File: config.mk
export PLATFORM = sky130hd
export DESIGN_NAME = ir_pulse_train_encoder_unit
export DESIGN_NICKNAME = d
export VERILOG_FILES = /design/src/hw/rtl/irpte_pkg.sv /design/src/hw/rtl/irpte_div.sv /design/src/hw/rtl/irpte_seq.sv /design/src/hw/rtl/ir_pulse_train_encoder_unit.sv
export SDC_FILE = /design/constraint.sdc
export NUM_CORES = 1
export LEC_CHECK = 0
export BUFFER_PORTS_ARGS = -buffer_cell sky130_fd_sc_hd__buf_2
export CAP_MARGIN = 20
export CORE_ASPECT_RATIO = 1.75
export CORE_UTILIZATION = 50
export DETAILED_ROUTE_END_ITERATION = 7
export MAX_ROUTING_LAYER = met4
export PLACE_DENSITY = 0.73
export SYNTH_ARGS = -nofsm -noshare
export SYNTH_HDL_FRONTEND = slang
export SYNTH_SLANG_ARGS = --single-unit
File: constraint.sdc
create_clock -name clk -period 5.9 [get_ports clk]
set_input_delay 1.18 -clock clk [delete_from_list [all_inputs] [get_ports clk]]
set_output_delay 1.18 -clock clk [all_outputs]
set_load 0.005 [all_outputs]
File: src/hw/rtl/irpte_pkg.sv
// ----------------------------------------------------------------------------
// irpte_pkg : shared types and constants of the ir pulse train encoder
// Divider width, slot packing constants, register map and the request
// structures between the sequencer, the divider and the top level.
// ----------------------------------------------------------------------------
`default_nettype none

package irpte_pkg;

  // shared divider width, covers source clocks up to 26 MHz and 10^7
  localparam int DIV_W = 25;
  localparam int CNT_W = $clog2(DIV_W);

  // carrier period in tenths of a microsecond stays below 2561
  localparam int PER_W = 12;
  // raw carrier ticks per period stay below 2600
  localparam int P_W = 12;

  localparam int CAR_W = 20;
  localparam int HL_W = 7;
  localparam int WORD_W = 32;
  localparam int CNT16_W = 16;
  localparam int SLOTS_PER_WORD = 16;

  localparam logic [CAR_W-1:0] DEFAULT_CARRIER_HZ = 20'd38000;
  localparam logic [CAR_W-1:0] CARRIER_LOW_EXCL = 20'd10000;
  localparam logic [CAR_W-1:0] CARRIER_HIGH_EXCL = 20'd100000;
  localparam logic [DIV_W-1:0] TENTHS_US_PER_S = 25'd10000000;
  localparam logic [HL_W-1:0] HL_MAX = 7'd127;

  // register map: word index taken from paddr bit 2
  localparam logic REG_CARRIER_HZ = 1'b0;

  typedef struct packed {
    logic start;
    logic [DIV_W-1:0] dividend;
    logic [DIV_W-1:0] divisor;
  } div_req_t;

  typedef struct packed {
    logic busy;
    logic done;
    logic [DIV_W-1:0] quot;
    logic [DIV_W-1:0] rem;
  } div_rsp_t;

  typedef struct packed {
    logic valid;
    logic [WORD_W-1:0] word;
    logic word_valid;
    logic last;
    logic [CNT16_W-1:0] count;
    logic [HL_W-1:0] high_count;
    logic [HL_W-1:0] low_count;
  } emit_t;

endpackage

`default_nettype wire

File: src/hw/rtl/irpte_div.sv
// ----------------------------------------------------------------------------
// irpte_div : shared restoring divider
// Unsigned division, one quotient bit per cycle.
// Quotient and remainder hold their values until the next start.
// ----------------------------------------------------------------------------
`default_nettype none

module irpte_div (
  input  wire                 clk,
  input  wire                 rst_n,
  input  irpte_pkg::div_req_t req,
  output irpte_pkg::div_rsp_t rsp
);
  import irpte_pkg::*;

  logic             busy_r, busy_nxt;
  logic             done_r, done_nxt;
  logic [CNT_W-1:0] cnt_r, cnt_nxt;
  logic [DIV_W-1:0] quo_r, quo_nxt;
  logic [DIV_W-1:0] rem_r, rem_nxt;
  logic [DIV_W-1:0] dsr_r, dsr_nxt;

  logic [DIV_W:0]   rem_sh;
  logic [DIV_W:0]   diff;
  logic             ge;

  // one restoring step
  assign rem_sh = {rem_r, quo_r[DIV_W-1]};
  assign diff   = rem_sh - {1'b0, dsr_r};
  assign ge     = ~diff[DIV_W];

  always_comb begin
    busy_nxt = busy_r;
    done_nxt = 1'b0;
    cnt_nxt  = cnt_r;
    quo_nxt  = quo_r;
    rem_nxt  = rem_r;
    dsr_nxt  = dsr_r;
    if (req.start) begin
      busy_nxt = 1'b1;
      cnt_nxt  = '0;
      quo_nxt  = req.dividend;
      rem_nxt  = '0;
      dsr_nxt  = req.divisor;
    end else if (busy_r) begin
      quo_nxt = {quo_r[DIV_W-2:0], ge};
      rem_nxt = ge ? diff[DIV_W-1:0] : rem_sh[DIV_W-1:0];
      cnt_nxt = cnt_r + CNT_W'(1);
      if (cnt_r == CNT_W'(DIV_W - 1)) begin
        busy_nxt = 1'b0;
        done_nxt = 1'b1;
      end
    end
  end

  // control state
  always_ff @(posedge clk) begin
    if (!rst_n) begin
      busy_r <= 1'b0;
      done_r <= 1'b0;
      cnt_r  <= '0;
    end else begin
      busy_r <= busy_nxt;
      done_r <= done_nxt;
      cnt_r  <= cnt_nxt;
    end
  end

  // datapath
  always_ff @(posedge clk) begin
    quo_r <= quo_nxt;
    rem_r <= rem_nxt;
    dsr_r <= dsr_nxt;
  end

  assign rsp.busy = busy_r;
  assign rsp.done = done_r;
  assign rsp.quot = quo_r;
  assign rsp.rem  = rem_r;

endmodule

`default_nettype wire

File: src/hw/rtl/irpte_seq.sv
// ----------------------------------------------------------------------------
// irpte_seq : carrier derivation and slot packing sequencer
// Drives the shared divider for the carrier timing and for each duration,
// then packs mark/space slots into 32-bit words, one word per cycle while out_free.
// ----------------------------------------------------------------------------
`default_nettype none

module irpte_seq #(
  parameter int SOURCE_CLOCK_HZ    = 1625000,
  parameter int MAX_SLOTS_PER_ITEM = 1008
) (
  input  wire                              clk,
  input  wire                              rst_n,
  input  wire                              cfg_we,
  input  wire [irpte_pkg::CAR_W-1:0]       carrier_hz,
  input  wire                              in_valid,
  output logic                             in_ready,
  input  wire [15:0]                       in_duration_us,
  input  wire                              in_end_of_burst,
  input  wire                              out_free,
  output irpte_pkg::emit_t                 emit,
  output irpte_pkg::div_req_t              div_req,
  input  irpte_pkg::div_rsp_t              div_rsp
);
  import irpte_pkg::*;

  localparam int NW = $clog2(MAX_SLOTS_PER_ITEM + 1);
  localparam logic [DIV_W-1:0] SRC_HZ = DIV_W'(SOURCE_CLOCK_HZ);
  localparam logic [NW-1:0] MAX_N = NW'(MAX_SLOTS_PER_ITEM);

  typedef enum logic [6:0] {
    ST_CP   = 7'b0000001,
    ST_CF   = 7'b0000010,
    ST_CT   = 7'b0000100,
    ST_IDLE = 7'b0001000,
    ST_ND   = 7'b0010000,
    ST_FILL = 7'b0100000,
    ST_END  = 7'b1000000
  } seq_st_t;

  seq_st_t              st_r, st_nxt;
  logic                 launch_r, launch_nxt;
  logic [HL_W-1:0]      high_r, high_nxt;
  logic [HL_W-1:0]      low_r, low_nxt;
  logic [PER_W-1:0]     period_r, period_nxt;
  logic [NW-1:0]        n_r, n_nxt;
  logic                 eob_r, eob_nxt;
  logic [3:0]           pos_r, pos_nxt;
  logic [WORD_W-1:0]    pend_r, pend_nxt;
  logic                 mark_r, mark_nxt;
  logic [CNT16_W-1:0]   burst_r, burst_nxt;

  logic [CAR_W-1:0]     f_eff;
  logic [P_W-1:0]       p, h0, l0, h1, l1;
  logic [HL_W-1:0]      h2, l2;
  logic [8:0]           hl_sum;
  logic [DIV_W-1:0]     q_nz;
  logic [19:0]          scaled;
  logic                 rnd;
  logic [NW-1:0]        n_val;
  logic [4:0]           room, take, fill_end;
  logic                 full;
  logic [WORD_W-1:0]    mask;
  logic [CNT16_W-1:0]   burst_inc;

  // carrier timing from the divided source clock
  assign f_eff = (carrier_hz <= CARRIER_LOW_EXCL || carrier_hz >= CARRIER_HIGH_EXCL)
                 ? DEFAULT_CARRIER_HZ : carrier_hz;
  assign p  = div_rsp.quot[P_W-1:0];
  assign h0 = p >> 1;
  assign l0 = p - h0;
  assign h1 = (h0 > P_W'(2)) ? h0 - P_W'(1) : h0;
  assign l1 = (l0 > P_W'(2)) ? l0 - P_W'(1) : l0;
  assign h2 = (h1 > P_W'(HL_MAX)) ? HL_MAX : h1[HL_W-1:0];
  assign l2 = (l1 > P_W'(HL_MAX)) ? HL_MAX : l1[HL_W-1:0];
  assign hl_sum = {2'b00, high_r} + {2'b00, low_r} + 9'd2;
  assign q_nz = (div_rsp.quot == '0) ? DIV_W'(1) : div_rsp.quot;

  // duration scaling and rounded slot count
  assign scaled = {1'b0, in_duration_us, 3'b000} + {3'b000, in_duration_us, 1'b0};
  assign rnd    = div_rsp.rem > DIV_W'(period_r >> 1);
  assign n_val  = (div_rsp.quot >= DIV_W'(MAX_N)) ? MAX_N
                                                  : div_rsp.quot[NW-1:0] + NW'(rnd);

  // slots placed this cycle
  assign room     = 5'(SLOTS_PER_WORD) - {1'b0, pos_r};
  assign take     = (n_r < NW'(room)) ? n_r[4:0] : room;
  assign fill_end = {1'b0, pos_r} + take;
  assign full     = (fill_end == 5'(SLOTS_PER_WORD));

  always_comb begin
    mask = '0;
    for (int k = 0; k < SLOTS_PER_WORD; k++) begin
      mask[2*k] = mark_r && (5'(k) >= {1'b0, pos_r}) && (5'(k) < fill_end);
    end
  end

  assign burst_inc = (burst_r == '1) ? burst_r : burst_r + CNT16_W'(1);

  // divider operand selection
  always_comb begin
    div_req.start    = launch_r || (st_r == ST_IDLE && in_valid);
    div_req.dividend = '0;
    div_req.divisor  = '0;
    case (st_r)
      ST_CP: begin
        div_req.dividend = SRC_HZ;
        div_req.divisor  = DIV_W'(f_eff);
      end
      ST_CF: begin
        div_req.dividend = SRC_HZ;
        div_req.divisor  = DIV_W'(hl_sum);
      end
      ST_CT: begin
        div_req.dividend = TENTHS_US_PER_S;
        div_req.divisor  = q_nz;
      end
      ST_IDLE: begin
        div_req.dividend = DIV_W'(scaled);
        div_req.divisor  = DIV_W'(period_r);
      end
      default: begin
        div_req.dividend = '0;
        div_req.divisor  = '0;
      end
    endcase
  end

  assign in_ready = (st_r == ST_IDLE);

  // sequencer
  always_comb begin
    st_nxt     = st_r;
    launch_nxt = 1'b0;
    high_nxt   = high_r;
    low_nxt    = low_r;
    period_nxt = period_r;
    n_nxt      = n_r;
    eob_nxt    = eob_r;
    pos_nxt    = pos_r;
    pend_nxt   = pend_r;
    mark_nxt   = mark_r;
    burst_nxt  = burst_r;
    emit            = '0;
    emit.high_count = high_r;
    emit.low_count  = low_r;
    case (st_r)
      ST_CP: begin
        if (div_rsp.done) begin
          high_nxt   = h2;
          low_nxt    = l2;
          st_nxt     = ST_CF;
          launch_nxt = 1'b1;
        end
      end
      ST_CF: begin
        if (div_rsp.done) begin
          st_nxt     = ST_CT;
          launch_nxt = 1'b1;
        end
      end
      ST_CT: begin
        if (div_rsp.done) begin
          period_nxt = q_nz[PER_W-1:0];
          st_nxt     = ST_IDLE;
        end
      end
      ST_IDLE: begin
        if (in_valid) begin
          eob_nxt = in_end_of_burst;
          st_nxt  = ST_ND;
        end
      end
      ST_ND: begin
        if (div_rsp.done) begin
          n_nxt  = n_val;
          st_nxt = ST_FILL;
        end
      end
      ST_FILL: begin
        if (n_r == '0) begin
          mark_nxt = ~mark_r;
          st_nxt   = eob_r ? ST_END : ST_IDLE;
        end else if (!full || out_free) begin
          n_nxt = n_r - NW'(take);
          if (full) begin
            emit.valid      = 1'b1;
            emit.word       = pend_r | mask;
            emit.word_valid = 1'b1;
            emit.count      = burst_inc;
            burst_nxt       = burst_inc;
            pend_nxt        = '0;
            pos_nxt         = '0;
          end else begin
            pend_nxt = pend_r | mask;
            pos_nxt  = fill_end[3:0];
          end
        end
      end
      ST_END: begin
        if (out_free) begin
          emit.valid = 1'b1;
          emit.last  = 1'b1;
          if (pos_r != '0) begin
            emit.word       = pend_r;
            emit.word_valid = 1'b1;
            emit.count      = burst_inc;
          end else begin
            emit.count = burst_r;
          end
          pos_nxt   = '0;
          pend_nxt  = '0;
          mark_nxt  = 1'b1;
          burst_nxt = '0;
          st_nxt    = ST_IDLE;
        end
      end
      default: begin
        st_nxt     = ST_CP;
        launch_nxt = 1'b1;
      end
    endcase
    // new carrier value: derive the timing again
    if (cfg_we) begin
      st_nxt     = ST_CP;
      launch_nxt = 1'b1;
    end
  end

  // control state
  always_ff @(posedge clk) begin
    if (!rst_n) begin
      st_r     <= ST_CP;
      launch_r <= 1'b1;
      n_r      <= '0;
      pos_r    <= '0;
      pend_r   <= '0;
      mark_r   <= 1'b1;
      burst_r  <= '0;
    end else begin
      st_r     <= st_nxt;
      launch_r <= launch_nxt;
      n_r      <= n_nxt;
      pos_r    <= pos_nxt;
      pend_r   <= pend_nxt;
      mark_r   <= mark_nxt;
      burst_r  <= burst_nxt;
    end
  end

  // carrier timing and request attributes
  always_ff @(posedge clk) begin
    high_r   <= high_nxt;
    low_r    <= low_nxt;
    period_r <= period_nxt;
    eob_r    <= eob_nxt;
  end

`ifndef SYNTHESIS
  // divider is only started when it is free
  a_start_free: assert property (@(posedge clk) disable iff (!rst_n)
    div_req.start |-> !div_rsp.busy)
    else $error("divider started while busy");

  // a result is only produced when the output stage can take it
  a_emit_free: assert property (@(posedge clk) disable iff (!rst_n)
    emit.valid |-> out_free)
    else $error("result produced into a full output stage");

  // end of burst leaves a clean slot state
  a_last_clears: assert property (@(posedge clk) disable iff (!rst_n)
    emit.valid && emit.last |=> pos_r == '0 && mark_r && burst_r == '0)
    else $error("burst state not cleared after final result");

  // a full word always restarts at slot zero
  a_word_restart: assert property (@(posedge clk) disable iff (!rst_n)
    emit.valid && !emit.last |=> pos_r == '0 && pend_r == '0)
    else $error("slot state not cleared after full word");
`endif

endmodule

`default_nettype wire

File: src/hw/rtl/ir_pulse_train_encoder_unit.sv
// ----------------------------------------------------------------------------
// ir_pulse_train_encoder_unit : consumer ir mark/space to carrier bitstream
// Turns alternating mark/space durations into 2-bit carrier slots packed
// sixteen to a 32-bit word, with an apb-style carrier register.
// ----------------------------------------------------------------------------
// Usage
//   in_*  : one request per mark or space duration in microseconds, marks
//           first; in_end_of_burst closes the burst after that duration.
//   out_* : pattern words; full words carry out_last 0, the closing result
//           carries out_last 1 (out_word_valid 0 when no slots were pending).
//   cfg_* : carrier frequency at byte address 0; write only while idle.
// Timing
//   After reset and after each carrier write the carrier timing is derived
//   by three passes through the shared divider, after which in_ready rises.
//   Each request is accepted, divided into a slot count, then packed at
//   most one word per cycle while the output register is free, and closed
//   by a step that flips mark/space, plus a final result at end of burst.
// Reset and stalls
//   Synchronous active-low reset clears the burst, marks come first and the
//   carrier returns to 38 kHz. A result waits in the output register while
//   out_ready is low; packing pauses on the next full word until it is taken.
// ----------------------------------------------------------------------------
`default_nettype none

module ir_pulse_train_encoder_unit #(
  parameter int SOURCE_CLOCK_HZ    = 1625000,
  parameter int MAX_SLOTS_PER_ITEM = 1008
) (
  input  wire         clk,
  input  wire         rst_n,
  // configuration
  input  wire         cfg_psel,
  input  wire         cfg_penable,
  input  wire         cfg_pwrite,
  input  wire  [2:0]  cfg_paddr,
  input  wire  [31:0] cfg_pwdata,
  output logic [31:0] cfg_prdata,
  output logic        cfg_pready,
  // duration requests
  input  wire         in_valid,
  output logic        in_ready,
  input  wire  [15:0] in_duration_us,
  input  wire         in_end_of_burst,
  // pattern results
  output logic        out_valid,
  input  wire         out_ready,
  output logic [31:0] out_pattern_word,
  output logic        out_word_valid,
  output logic        out_last,
  output logic [15:0] out_word_count,
  output logic [6:0]  out_high_count,
  output logic [6:0]  out_low_count
);
  import irpte_pkg::*;

  logic [CAR_W-1:0] carrier_r, carrier_nxt;
  logic             cfg_we;
  logic             out_valid_r, out_valid_nxt;
  logic             out_free;
  emit_t            emit;
  emit_t            res_r;
  div_req_t         div_req;
  div_rsp_t         div_rsp;

  // register write decode, byte offset bits ignored
  assign cfg_pready  = 1'b1;
  assign cfg_we      = cfg_psel && cfg_penable && cfg_pwrite &&
                       (cfg_paddr[2] == REG_CARRIER_HZ);
  assign carrier_nxt = cfg_we ? cfg_pwdata[CAR_W-1:0] : carrier_r;
  assign cfg_prdata  = (cfg_paddr[2] == REG_CARRIER_HZ) ? {12'd0, carrier_r} : 32'd0;

  always_ff @(posedge clk) begin
    if (!rst_n) begin
      carrier_r <= DEFAULT_CARRIER_HZ;
    end else begin
      carrier_r <= carrier_nxt;
    end
  end

  irpte_div u_div (
    .clk   (clk),
    .rst_n (rst_n),
    .req   (div_req),
    .rsp   (div_rsp)
  );

  irpte_seq #(
    .SOURCE_CLOCK_HZ    (SOURCE_CLOCK_HZ),
    .MAX_SLOTS_PER_ITEM (MAX_SLOTS_PER_ITEM)
  ) u_seq (
    .clk             (clk),
    .rst_n           (rst_n),
    .cfg_we          (cfg_we),
    .carrier_hz      (carrier_r),
    .in_valid        (in_valid),
    .in_ready        (in_ready),
    .in_duration_us  (in_duration_us),
    .in_end_of_burst (in_end_of_burst),
    .out_free        (out_free),
    .emit            (emit),
    .div_req         (div_req),
    .div_rsp         (div_rsp)
  );

  // output register
  assign out_free = !out_valid_r || out_ready;

  always_comb begin
    out_valid_nxt = out_valid_r;
    if (emit.valid) begin
      out_valid_nxt = 1'b1;
    end else if (out_ready) begin
      out_valid_nxt = 1'b0;
    end
  end

  always_ff @(posedge clk) begin
    if (!rst_n) begin
      out_valid_r <= 1'b0;
    end else begin
      out_valid_r <= out_valid_nxt;
    end
  end

  always_ff @(posedge clk) begin
    if (emit.valid) begin
      res_r <= emit;
    end
  end

  assign out_valid        = out_valid_r;
  assign out_pattern_word = res_r.word;
  assign out_word_valid   = res_r.word_valid;
  assign out_last         = res_r.last;
  assign out_word_count   = res_r.count;
  assign out_high_count   = res_r.high_count;
  assign out_low_count    = res_r.low_count;

`ifndef SYNTHESIS
  // a carrier write restarts the timing derivation, so no request is taken
  a_cfg_blocks: assert property (@(posedge clk) disable iff (!rst_n)
    cfg_we |=> !in_ready)
    else $error("request taken during carrier derivation");

  // a waiting result is never overwritten
  a_out_hold: assert property (@(posedge clk) disable iff (!rst_n)
    out_valid && !out_ready |=> out_valid && $stable(res_r))
    else $error("stalled result changed");

  // an empty marker is always the final result of a burst and carries no slots
  a_marker_count: assert property (@(posedge clk) disable iff (!rst_n)
    out_valid && !out_word_valid |-> out_last && out_pattern_word == 32'd0)
    else $error("empty marker not flagged as final");
`endif

endmodule

`default_nettype wire
==> results of run 1 <==
[power groups by stage]
stage	sequential [mW]	clock (mW)	combinational, mW
finish	1.83	1.68	0.733
global route	1.83	1.76	0.819
CTS	1.83	1.70	0.729
detailed placement	1.86	0	0.723
global placement	1.86	0	0.704
floorplan	1.83	0	0.569
[per-layer routing]
layer  track usage, %  share of wire [%]
met1             27.8                 35
met2             52.1                 53
met3             2.60                3.7
met4             21.5                8.5
met5                -                  0
[logic make-up (layout without fill, tap and decap cells)]
| group | count (synthesis) | count (layout) |
|---|---|---|
| and+or+nand+nor | 593 | 593 |
| AOI/OAI and AO/OA | 466 | 466 |
| DFF | 234 | 234 |
| buffers and inverters | 198 | 309 |
| adders and majority gates | 120 | 120 |
| xor gates and xnor gates | 82 | 82 |
| muxes | 23 | 23 |
| other | 2 | 16 |
[worst paths after layout]
| kind | to | start |
|---|---|---|
| max | out_pattern_word[2] | u_seq.pos_r[1] |
| min | out_high_count[0] | u_seq.high_r[0] |
| max reg2reg | out_pattern_word[2] | u_seq.pos_r[1] |
| min reg2reg | out_high_count[0] | u_seq.high_r[0] |
[registers in the layout (all words and copies together), names as in the netlist, 4 cells and up]
register          count
u_div.dsr_r          25
u_div.quo_r          25
u_div.rem_r          25
carrier_r            20
out_pattern_word     17
out_word_count       16
u_seq.burst_r        16
u_seq.pend_r         16
u_seq.period_r       12
u_seq.n_r            10
out_high_count        7
out_low_count         7
u_seq.high_r          7
u_seq.low_r           7
u_seq.st_r            7
u_div.cnt_r           5
u_seq.pos_r           4
[cell type report]
class / count / area [um^2] / share of cell area, %
sequential: 234 / 5950 / 35.1
timing repair buffer: 153 / 827 / 4.88
inverter: 110 / 413 / 2.44
clock inverter: 15 / 203 / 1.20
multi-input combinational: 1298 / 8400 / 49.6
antenna: 2 / 5.00 / 0.0295
tap: 382 / 478 / 2.82
clock buffer: 31 / 678 / 4.00
[timing repair]
item                                    4_1_cts  5_1_grt
setup buffers                                 0        0
resized for setup                             0        2
endpoints found under the setup margin        0       34
[cell usage in the layout, fill, tap and decap left out, types with 10 or more instances in the layout]
| master | n |
|---|---|
| nor2b_1 | 39 |
| a211oi_1 | 28 |
| dfxtp_1 | 108 |
| nor4_1 | 14 |
| xor2_1 | 26 |
| clkbuf_16 | 25 |
| o211ai_1 | 12 |
| nor3_1 | 28 |
| and3_1 | 18 |
| nand4_1 | 19 |
| o21a_1 | 14 |
| o21bai_1 | 10 |
| o22ai_1 | 14 |
| ha_1 | 114 |
| mux2i_1 | 20 |
| nor2_1 | 139 |
| conb_1 | 14 |
| buf_2 | 130 |
| or3_1 | 20 |
| o31ai_1 | 10 |
| nand3_1 | 55 |
| edfxtp_1 | 126 |
| a22oi_1 | 11 |
| a21oi_1 | 146 |
| inv_1 | 105 |
| o21ai_0 | 98 |
| and2_1 | 32 |
| nand2b_1 | 22 |
| a31oi_1 | 21 |
| buf_4 | 22 |
| nand2_1 | 178 |
| a21o_1 | 26 |
| xnor2_1 | 55 |
==> impl_summary.log, run 1 <==
[metrics] total clock sinks: 234
[metrics] most repeated cell in the gate-level netlist after synthesis: nand2_1
[metrics] fraction of final layout cells with drive strength greater than 1: 11.9%
[metrics] netlist area before placement: about 0.015 mm^2
[metrics] worst hold slack across all endpoints: 0.462 ns
[metrics] Synth Area per Inst: 8.81 um^2
[metrics] sequential share of power: 43.2%
[metrics] final worst-path setup slack: 0.598 ns
[metrics] Cells after Synth: 1718
[metrics] number of fillers in the final layout: 2663
[metrics] Remaining Overflow, GRT: 0
[metrics] total clock buffers created by CTS: 25
[metrics] CP Max Fanout: 9
[metrics] cell depth of the worst hold path: 0
[metrics] DRT Pass-1 Iters: 8
[metrics] count of input and output buffers: 130
[metrics] post-route minimum period: 5.30 ns
[metrics] Hold Buf Count CTS: 0
[metrics] worst path required time: 6.18 ns
[metrics] adder-cell share of the synthesized area: a little over 10%
[metrics] share of total power consumed by net switching: about 28%
[metrics] total number of nets in the final design: 2001
[metrics] depth of the worst register-to-register path: 22
[metrics] antenna-violating nets left: 0
[metrics] initial antenna violation count: 2
[metrics] part of the power in the clock network: between 30% and 40%
[metrics] switching power summed over all nets: 1.18 mW
[metrics] worst voltage drop across the vdd grid: 0.000214 V
[metrics] WP data arrival: 5.59 ns
[metrics] leading post-synthesis cells by cell area: edfxtp_1, dfxtp_1, ha_1
[metrics] simple-gate share of the synthesized area: 18.9%
[metrics] DR vias/cell: between 5 and 6
[metrics] pin count of the biggest net entering global routing: 55
[metrics] number of placement rows: 83
[metrics] crit path capture type: flop
[metrics] cell area after layout: 0.0169 mm^2
[metrics] cell taking the most area after synthesis: edfxtp_1
[metrics] vias in the first global route: 13100
[metrics] crit-path leading delay family: simple AND/OR/NAND/NOR gates
[metrics] buffer depth of the longest clock path: 3
[metrics] Syn. warnings: 0
[metrics] top cell types by occurrence after synthesis: nand2_1, a21oi_1, nor2_1
[metrics] sequential element share of the synthesized area: 39.3%
[metrics] Root Buffer Master: clkbuf_16
[metrics] cell internal pwr: 3.06 mW
[metrics] element type at the critical path start: flop
[metrics] area delta synth->final: 12.0%
[metrics] post-synth top area share: around a quarter
[metrics] H-tree depth reported by CTS: 1
[metrics] RSZ-0062 raised after global routing: no
[metrics] slowest stage cell on the critical path: a31oi_1
[metrics] number of top-level design ports: 158
[metrics] gpl congestion: 0.979
[metrics] number of buffer and inverter instances along the worst setup path: 3
[metrics] leak pwr: 6.78 nW
[metrics] clock tree from TritonCTS: yes
[metrics] Die Y: 232 um
[metrics] Initial Utilization: 51.1%
[metrics] fraction of the mapped netlist area in compound gates: 19.5%
[metrics] instance count after placement with tap cells included: between 2000 and 2500
[metrics] Iteration-0 DRC Markers: 820
[metrics] count of cell instances traversed by the critical path: 22
[metrics] share of the clock period used by the worst path after layout: 89.9%
[metrics] detailed placement HPWL: 32600 um
[metrics] Die Width: 134 um
[metrics] final setup violation count: 0
[metrics] slew at the pin with the worst max-slew slack: 1.08 ns
[metrics] run status: finished, final reports clean
[metrics] delay of the slowest cell on the worst path: 0.51 ns
[metrics] worst min-delay path class: flop to flop
[metrics] total track usage: 28.6%
[metrics] minimum setup slack after placement: ~0.46 ns
[metrics] total vias in the final route: ~13000
[metrics] setup TNS after final layout: 0 ns
[metrics] Synth async-reset ratio: 0%
[metrics] part of the total power dissipated in combinational logic: 17.3%
[metrics] placement-stage cell area: 0.0161 mm^2
[metrics] max-slew headroom at the worst pin: 27.7%
[metrics] leading register cell type out of synthesis: edfxtp_1
[metrics] number of maximum-capacitance constraint violations: 0
[metrics] number of enable-type register cells in the synthesized netlist: 126
[metrics] clock-pin slew reported for the worst setup and hold paths after clock tree synthesis: 0.06 ns
[metrics] areal power density over the cells: 250 mW/mm^2
[metrics] Post-Synth XOR/XNOR Area: around 4.8%
[metrics] clock network latency to the later pin of the worst-skew pair: 0.56 ns
[metrics] worst setup path class: flop to flop
[metrics] utilization after layout: 57.3%
[metrics] multiplexer share of the synthesized area: under 10%
[metrics] count of different cell masters after synthesis: 73
[metrics] routed len/inst: 19.3 um
[metrics] DIE AREA: a little over 0.03 mm^2
[metrics] final slew viol count: 0
[metrics] critical path, cell by cell: inv_1, ha_1, nand2b_1, nor2_1, clkinv_1, ha_1, a31oi_1, o21ai_0, nor2_2, nand2_1, o21ai_0, ha_1, inv_1, fa_1, nor2b_1, o21ai_0, nand2b_1, a21o_1, nand2_1, or3_1, a31oi_1, nor2_1
[metrics] Hold Fails Final Rpt: 0
[metrics] final worst clock skew: roughly 0.032 ns
[metrics] worst reg-to-reg setup slack: 0.60 ns
[metrics] flip-flop and latch count after synthesis: 234
[metrics] routed wire length: approximately 43000 um
[metrics] Power, Total: 4.24 mW
[metrics] dominant combinational cell family by area after synthesis: compound AO/OA/AOI/OAI gates
[metrics] global-route wire length before repair: 67600 um
[metrics] Fmax: 0.189 GHz
[metrics] floorplan core area: 0.0296 mm^2
[metrics] DRC violation count after routing: 0
[metrics] Final Instance Count excl. Fillers: 2225
Note: power is estimated with default switching activity, not from simulation.
==> inputs of run 2 (changes only) <==
Settings changed: CELL_PAD_IN_SITES_DETAIL_PLACEMENT set to 1, CELL_PAD_IN_SITES_GLOBAL_PLACEMENT set to 1, CORE_UTILIZATION 50 to 41, PLACE_DENSITY 0.73 to 0.78.
==> run 2 against run 1 <==
Sequential share of layout area shrank 0.23 points. Wire length increased by 11%. Clock power fell by 8%. Clock skew down 0.011 ns. First-iteration DRC count fell by 27%. Largest power group unchanged. Combinational power grew 3.4%. Critical endpoint is now out_low_count[2]. Power decreased by 2.4%. Die area rose by 22%.
==> impl_summary.log, run 2 (synthesized netlist as in run 1, its figures left out) <==
[metrics] Hold Fails Final Rpt: 0 (unchanged)
[metrics] vias in the first global route: 14400 (was 13100)
[metrics] DRT Pass-1 Iters: 5 (was 8)
[metrics] number of top-level design ports: 158 (unchanged)
[metrics] total vias in the final route: 13400 (was 13200)
[metrics] floorplan core area: 0.0361 mm^2 (was 0.0296 mm^2)
[metrics] pin count of the biggest net entering global routing: 52 (was 55)
[metrics] DRC violation count after routing: 0 (unchanged)
[metrics] WP data arrival: 5.54 ns (was 5.59 ns)
[metrics] worst path required time: 6.12 ns (was 6.18 ns)
[metrics] area delta synth->final: 12.7% (was 12.0%)
[metrics] final worst clock skew: 0.0209 ns (was 0.0317 ns)
[metrics] worst reg-to-reg setup slack: 0.57 ns (was 0.60 ns)
[metrics] worst voltage drop across the vdd grid: 0.000332 V (was 0.000214 V)
[metrics] number of maximum-capacitance constraint violations: 0 (unchanged)
[metrics] max-slew headroom at the worst pin: 32.5% (was 27.7%)
[metrics] most frequent standard cell in the layout excluding fill and tap cells: nand2_1 (unchanged)
[metrics] clock-pin slew reported for the worst setup and hold paths after clock tree synthesis: 0.06 ns (about the same)
[metrics] leak pwr: 6.79 nW (was 6.78 nW)
[metrics] setup TNS after final layout: 0 ns (unchanged)
[metrics] gpl congestion: 0.995 (was 0.979)
[metrics] total number of nets in the final design: 2010 (was 2001)
[metrics] clock network latency to the later pin of the worst-skew pair: 0.55 ns (was 0.56 ns)
[metrics] total track usage: 26.1% (was 28.6%)
[metrics] slew at the pin with the worst max-slew slack: 1.01 ns (was 1.08 ns)
[metrics] antenna-violating nets left: 0 (unchanged)
[metrics] registers with the most flip-flops: u_div.dsr_r (25), u_div.quo_r (25), u_div.rem_r (25) (unchanged)
[metrics] post-route minimum period: 5.33 ns (was 5.30 ns)
[metrics] clock tree from TritonCTS: yes (unchanged)
[metrics] run status: finished, final reports clean (unchanged)
[metrics] depth of the worst register-to-register path: 24 (was 22)
[metrics] crit path capture type: flop (unchanged)
[metrics] Iteration-0 DRC Markers: 596 (was 820)
[metrics] DIE AREA: 0.0377 mm^2 (was 0.0310 mm^2)
[metrics] Remaining Overflow, GRT: 0 (unchanged)
[metrics] H-tree depth reported by CTS: 1 (unchanged)
[metrics] initial antenna violation count: 2 (unchanged)
[metrics] detailed placement HPWL: 36500 um (was 32600 um)
[metrics] final setup violation count: 0 (unchanged)
[metrics] Root Buffer Master: clkbuf_16 (unchanged)
[metrics] RSZ-0062 raised after global routing: no (unchanged)
[metrics] count of input and output buffers: 130 (unchanged)
[metrics] number of placement rows: 92 (was 83)
[metrics] element type at the critical path start: flop (unchanged)
[metrics] CP Max Fanout: 42 (was 9)
[metrics] worst setup path class: flop to flop (unchanged)
[metrics] routed len/inst: 20.6 um (was 19.3 um)
[metrics] final worst-path setup slack: 0.575 ns (was 0.598 ns)
[metrics] total clock buffers created by CTS: 24 (was 25)
[metrics] cell depth of the worst hold path: 0 (unchanged)
[metrics] routed wire length: 47900 um (was 43000 um)
[metrics] final slew viol count: 0 (unchanged)
[metrics] share of the clock period used by the worst path after layout: 90.3% (was 89.9%)
[metrics] buffer depth of the longest clock path: 3 (unchanged)
[metrics] Initial Utilization: 41.9% (was 51.1%)
[metrics] Fmax: 0.188 GHz (was 0.189 GHz)
[metrics] Die Y: 256 um (was 232 um)
[metrics] total clock sinks: 234 (unchanged)
[metrics] leading cell types in the layout, fill and taps excluded: nand2_1, a21oi_1, nor2_1 (unchanged)
[metrics] worst min-delay path class: flop to flop (unchanged)
[metrics] minimum setup slack after placement: 0.145 ns (was 0.462 ns)
[metrics] areal power density over the cells: 242 mW/mm^2 (was 250 mW/mm^2)
[metrics] fraction of final layout cells with drive strength greater than 1: 12.4% (was 11.9%)
[metrics] Die Width: 147 um (was 134 um)
[metrics] DR vias/cell: 5.78 (was 5.92)
[metrics] global-route wire length before repair: 76300 um (was 67600 um)
-- run 2: cell count changes in the layout (fill, tap and decap cells not counted), sizes merged --
cell | before | now
bufinv | 4 | 2
inv | 109 | 108
clkinv | 10 | 13
clkinvlp | 2 | 3
buf | 153 | 163
clkbuf | 31 | 28
-- run 2: repair_timing --
| action | 4_1_cts | 5_1_grt |
|---|---|---|
| buffers inserted | 0 | 3 |
| hold buffers | 0 | 0 |
| gates resized for setup | 0 | 3 |
| endpoints found under the setup margin | 0 | 60 |
-- run 2: power by group --
part | switching [mW] | internal [mW]
registers | 0.0681 | 1.76
logic | 0.455 | 0.302
clock network | 0.684 | 0.867
-- run 2: path summary, 6_finish.rpt --
kind,from,end
min reg2reg,u_seq.high_r[2],out_high_count[2]
max reg2reg,u_seq.pos_r[1],out_low_count[2]
max,u_seq.pos_r[1],out_low_count[2]
min,u_seq.high_r[2],out_high_count[2]
-- run 2: layout make-up --
cell class	instances	area (um^2)
fill	4334	19100
multi-input combinational	1298	8400
sequential	234	5950
timing repair buffer	163	922
clock buffer	28	637
tap	470	588
inverter	110	413
clock inverter	16	149
antenna	2	5.00
-- run 2: metrics by stage --
| stage | total power [mW] | hold slack, ns | instances | cell area, um^2 | util [%] |
|---|---|---|---|---|---|
| 2_1_floorplan | 2.40 | 0.431 | 1730 | 15200 | - |
| 3_3_place_gp | 2.57 | 0.445 | 2270 | 16200 | 44.9 |
| 3_5_place_dp | 2.61 | 0.445 | 2271 | 16200 | 44.9 |
| 4_1_cts | 4.16 | 0.453 | 2315 | 17000 | 47.1 |
| 5_1_grt | 4.31 | 0.456 | 2321 | 17100 | 47.2 |
| 6_report | 4.14 | 0.453 | 2321 | 17100 | 47.2 |
-- run 2: worst max-delay path, cell delays in order (launching register included) --
cell	delay [ns]
dfxtp_2	0.37
inv_1	0.19
ha_1	0.30
nand2b_1	0.19
and2_1	0.17
inv_1	0.07
ha_1	0.18
a21o_1	0.17
a31oi_1	0.15
o21ai_0	0.15
nor2_2	0.28
nand2_1	0.08
o21ai_0	0.13
ha_1	0.24
inv_1	0.06
fa_1	0.44
xor2_1	0.21
nand2_1	0.15
nor3_1	0.24
o21ai_0	0.19
nor3_1	0.26
buf_4	0.17
nor2_2	0.08
inv_2	0.22
buf_12	0.28
-- run 2: routing by layer --
layer / vias to the layer above / global-route usage [%] / wire (um)
met5: - / - / 0
met4: 0 / 14.7 / 2770
met3: 135 / 2.37 / 1240
met2: 261 / 50.6 / 27100
met1: 6621 / 24.6 / 16800
li1: 6392 / - / -
==> inputs of run 3 (changes only) <==
Settings changed: CORE_UTILIZATION 41 to 42, SYNTH_HIERARCHICAL set to 1.
==> run 3 against run 2 <==
Via count increased by 1.6%. Sequential cell count increased by 15. Non-clock buffer count fell by 9. Clock skew down 0.012 ns. Critical path depth fell by 4. Register-to-register slack worse by 0.14 ns. Global-route usage decreased by 1.5 points. Combinational power rose by 56%. Fmax fell by 2.6%. Largest power group unchanged.
==> impl_summary.log, run 3 <==
[metrics] number of fillers in the final layout: 4410 (was 4334)
[metrics] clock network latency to the later pin of the worst-skew pair: 0.54 ns (was 0.55 ns)
[metrics] routed wire length: 47100 um (was 47900 um)
[metrics] netlist area before placement: 0.0164 mm^2 (was 0.0151 mm^2)
[metrics] CP Max Fanout: 35 (was 42)
[metrics] share of the clock period used by the worst path after layout: 92.7% (was 90.3%)
[metrics] leading cell types in the layout, fill and taps excluded: nand2_1, edfxtp_1, nor2_1 (was nand2_1, a21oi_1, nor2_1)
[metrics] Iteration-0 DRC Markers: 580 (was 596)
[metrics] total track usage: 24.6% (was 26.1%)
[metrics] capture point of the worst reg-to-reg path: out_word_count[11] (was out_low_count[2])
[metrics] buffer depth of the longest clock path: 3 (unchanged)
[metrics] element type at the critical path start: flop (unchanged)
[metrics] clock-pin slew reported for the worst setup and hold paths after clock tree synthesis: 0.07 ns (was 0.06 ns)
[metrics] fraction of final layout cells with drive strength greater than 1: 14.3% (was 12.4%)
[metrics] post-route minimum period: 5.47 ns (was 5.33 ns)
[metrics] Die Y: 263 um (was 256 um)
[metrics] areal power density over the cells: 263 mW/mm^2 (was 242 mW/mm^2)
[metrics] gpl congestion: 0.920 (was 0.995)
[metrics] count of input and output buffers: 130 (unchanged)
[metrics] WP data arrival: 5.85 ns (was 5.54 ns)
[metrics] slew at the pin with the worst max-slew slack: 1.01 ns (about the same)
[metrics] Synth Area per Inst: 9.41 um^2 (was 8.81 um^2)
[metrics] Hold Fails Final Rpt: 0 (unchanged)
[metrics] Power, Total: 4.78 mW (was 4.14 mW)
[metrics] worst reg-to-reg setup slack: 0.43 ns (was 0.57 ns)
[metrics] max-slew headroom at the worst pin: 32.4% (was 32.5%)
[metrics] cell depth of the worst hold path: 0 (unchanged)
[metrics] most frequent standard cell in the layout excluding fill and tap cells: nand2_1 (unchanged)
[metrics] worst path required time: 6.28 ns (was 6.12 ns)
[metrics] final setup violation count: 0 (unchanged)
[metrics] number of maximum-capacitance constraint violations: 0 (unchanged)
[metrics] pin count of the biggest net entering global routing: 75 (was 52)
[metrics] global-route wire length before repair: 75500 um (was 76300 um)
[metrics] DRT Pass-1 Iters: 5 (unchanged)
[metrics] antenna diode instance count: 0 (was 2)
[metrics] final slew viol count: 0 (unchanged)
[metrics] area occupied by multi-input gates: 0.00907 mm^2 (was 0.00840 mm^2)
[metrics] crit path capture type: flop (unchanged)
[metrics] routed len/inst: 20.0 um (was 20.6 um)
[metrics] H-tree depth reported by CTS: 1 (unchanged)
[metrics] worst min-delay path class: flop to flop (unchanged)
[metrics] setup TNS after final layout: 0 ns (unchanged)
[metrics] Syn. warnings: 6 (was 0)
[metrics] worst setup path class: flop to flop (unchanged)
[metrics] floorplan core area: 0.0384 mm^2 (was 0.0361 mm^2)
[metrics] Cells after Synth: 1739 (was 1718)
[metrics] area delta synth->final: 11.0% (was 12.7%)
[metrics] worst-case hold path end point: out_high_count[1] (was out_high_count[2])
[metrics] DR vias/cell: 5.79 (was 5.78)
[metrics] Die Width: 151 um (was 147 um)
[metrics] DRC violation count after routing: 0 (unchanged)
[metrics] number of placement rows: 95 (was 92)
[metrics] Remaining Overflow, GRT: 0 (unchanged)
[metrics] detailed placement HPWL: 36000 um (was 36500 um)
[metrics] initial antenna violation count: 0 (was 2)
[metrics] total vias in the final route: 13600 (was 13400)
[metrics] run status: finished, final reports clean (unchanged)
[metrics] Root Buffer Master: clkbuf_16 (unchanged)
[metrics] total clock sinks: 249 (was 234)
[metrics] vias in the first global route: 14400 (about the same)
[metrics] Initial Utilization: 42.6% (was 41.9%)
[metrics] DIE AREA: 0.0398 mm^2 (was 0.0377 mm^2)
[metrics] final worst clock skew: 0.00883 ns (was 0.0209 ns)
[metrics] Register Area: 0.00640 mm^2 (was 0.00595 mm^2)
[metrics] worst voltage drop across the vdd grid: 0.000187 V (was 0.000332 V)
[metrics] leak pwr: 7.24 nW (was 6.79 nW)
[metrics] depth of the worst register-to-register path: 20 (was 24)
[metrics] total clock buffers created by CTS: 25 (was 24)
[metrics] antenna-violating nets left: 0 (unchanged)
[metrics] number of top-level design ports: 158 (unchanged)
[metrics] Hold Buf Count CTS: 0 (unchanged)
[metrics] RSZ-0062 raised after global routing: no (unchanged)
[metrics] flip-flop count of the largest register after layout: 32
[metrics] Fmax: 0.183 GHz (was 0.188 GHz)
[metrics] launch point of the worst hold path: u_seq/high_r[1] (was u_seq.high_r[2])
[metrics] clock tree from TritonCTS: yes (unchanged)
[metrics] utilization after layout: 47.3% (was 47.2%)
[metrics] worst reg2reg path startpoint: u_seq/pos_r[1] (was u_seq.pos_r[1])
[metrics] total number of nets in the final design: 2036 (was 2010)
run 3: critical path, cell delays in order (launching register included):
cell and delay, ns:
dfxtp_1 0.50, inv_1 0.19, ha_1 0.30, xnor2_1 0.24
inv_1 0.07, ha_1 0.29, a21o_1 0.18, a31oi_1 0.34
o211ai_4 0.21, mux2_2 0.33, ha_1 0.30, a21o_1 0.19
a21oi_1 0.28, xnor2_1 0.22, nor3_1 0.23, buf_4 0.17
and3_1 0.25, nand2_1 0.28, nand2_8 0.30, buf_12 0.24
a21boi_0 0.19
run 3: timing repair:
item,4_1_cts,5_1_grt
gates resized for setup,0,3
endpoints found under the setup margin,0,65
setup buffers,0,2
run 3: cell type report:
cell class,instances,area share (%)
sequential,249,35.2
timing repair buffer,154,4.77
clock buffer,29,3.53
clock inverter,16,0.827
tap,485,3.34
inverter,116,2.41
multi-input combinational,1304,49.9
run 3: layer usage:
metal,vias to the layer above,track usage (%),part of all wire (%)
met1,6682,24.5,37
met5,-,-,0
met2,292,46.2,55
li1,6521,-,-
met3,122,2.20,3.0
met4,0,12.6,5.4
run 3: worst max path at each step:
stage	startpoint	end	slack [ns]
floorplan	u_seq/pos_r[1]	out_high_count[0]	0.88
global placement	u_seq/pos_r[1]	out_word_count[1]	0.42
detailed placement	u_seq/pos_r[1]	out_word_count[1]	0.16
CTS	u_seq/pos_r[1]	out_word_count[1]	0.13
global route	u_seq/pos_r[1]	out_word_count[11]	0.02
finish	u_seq/pos_r[1]	out_word_count[11]	0.43
run 3: per-stage QoR:
stage	hold slack, ns	cells	setup slack (ns)	area [um^2]
3_5_place_dp	0.442	2303	0.157	17300
5_1_grt	0.470	2353	0.0183	18200
3_3_place_gp	0.440	2303	0.417	17300
2_1_floorplan	0.425	1769	0.884	16500
6_report	0.455	2353	0.432	18200
4_1_cts	0.456	2348	0.126	18100
run 3: report_power, final:
part / internal, mW / switching (mW) / total (mW)
Combinational: 0.455 / 0.723 / 1.18
Sequential: 1.91 / 0.101 / 2.01
Clock: 0.871 / 0.721 / 1.59
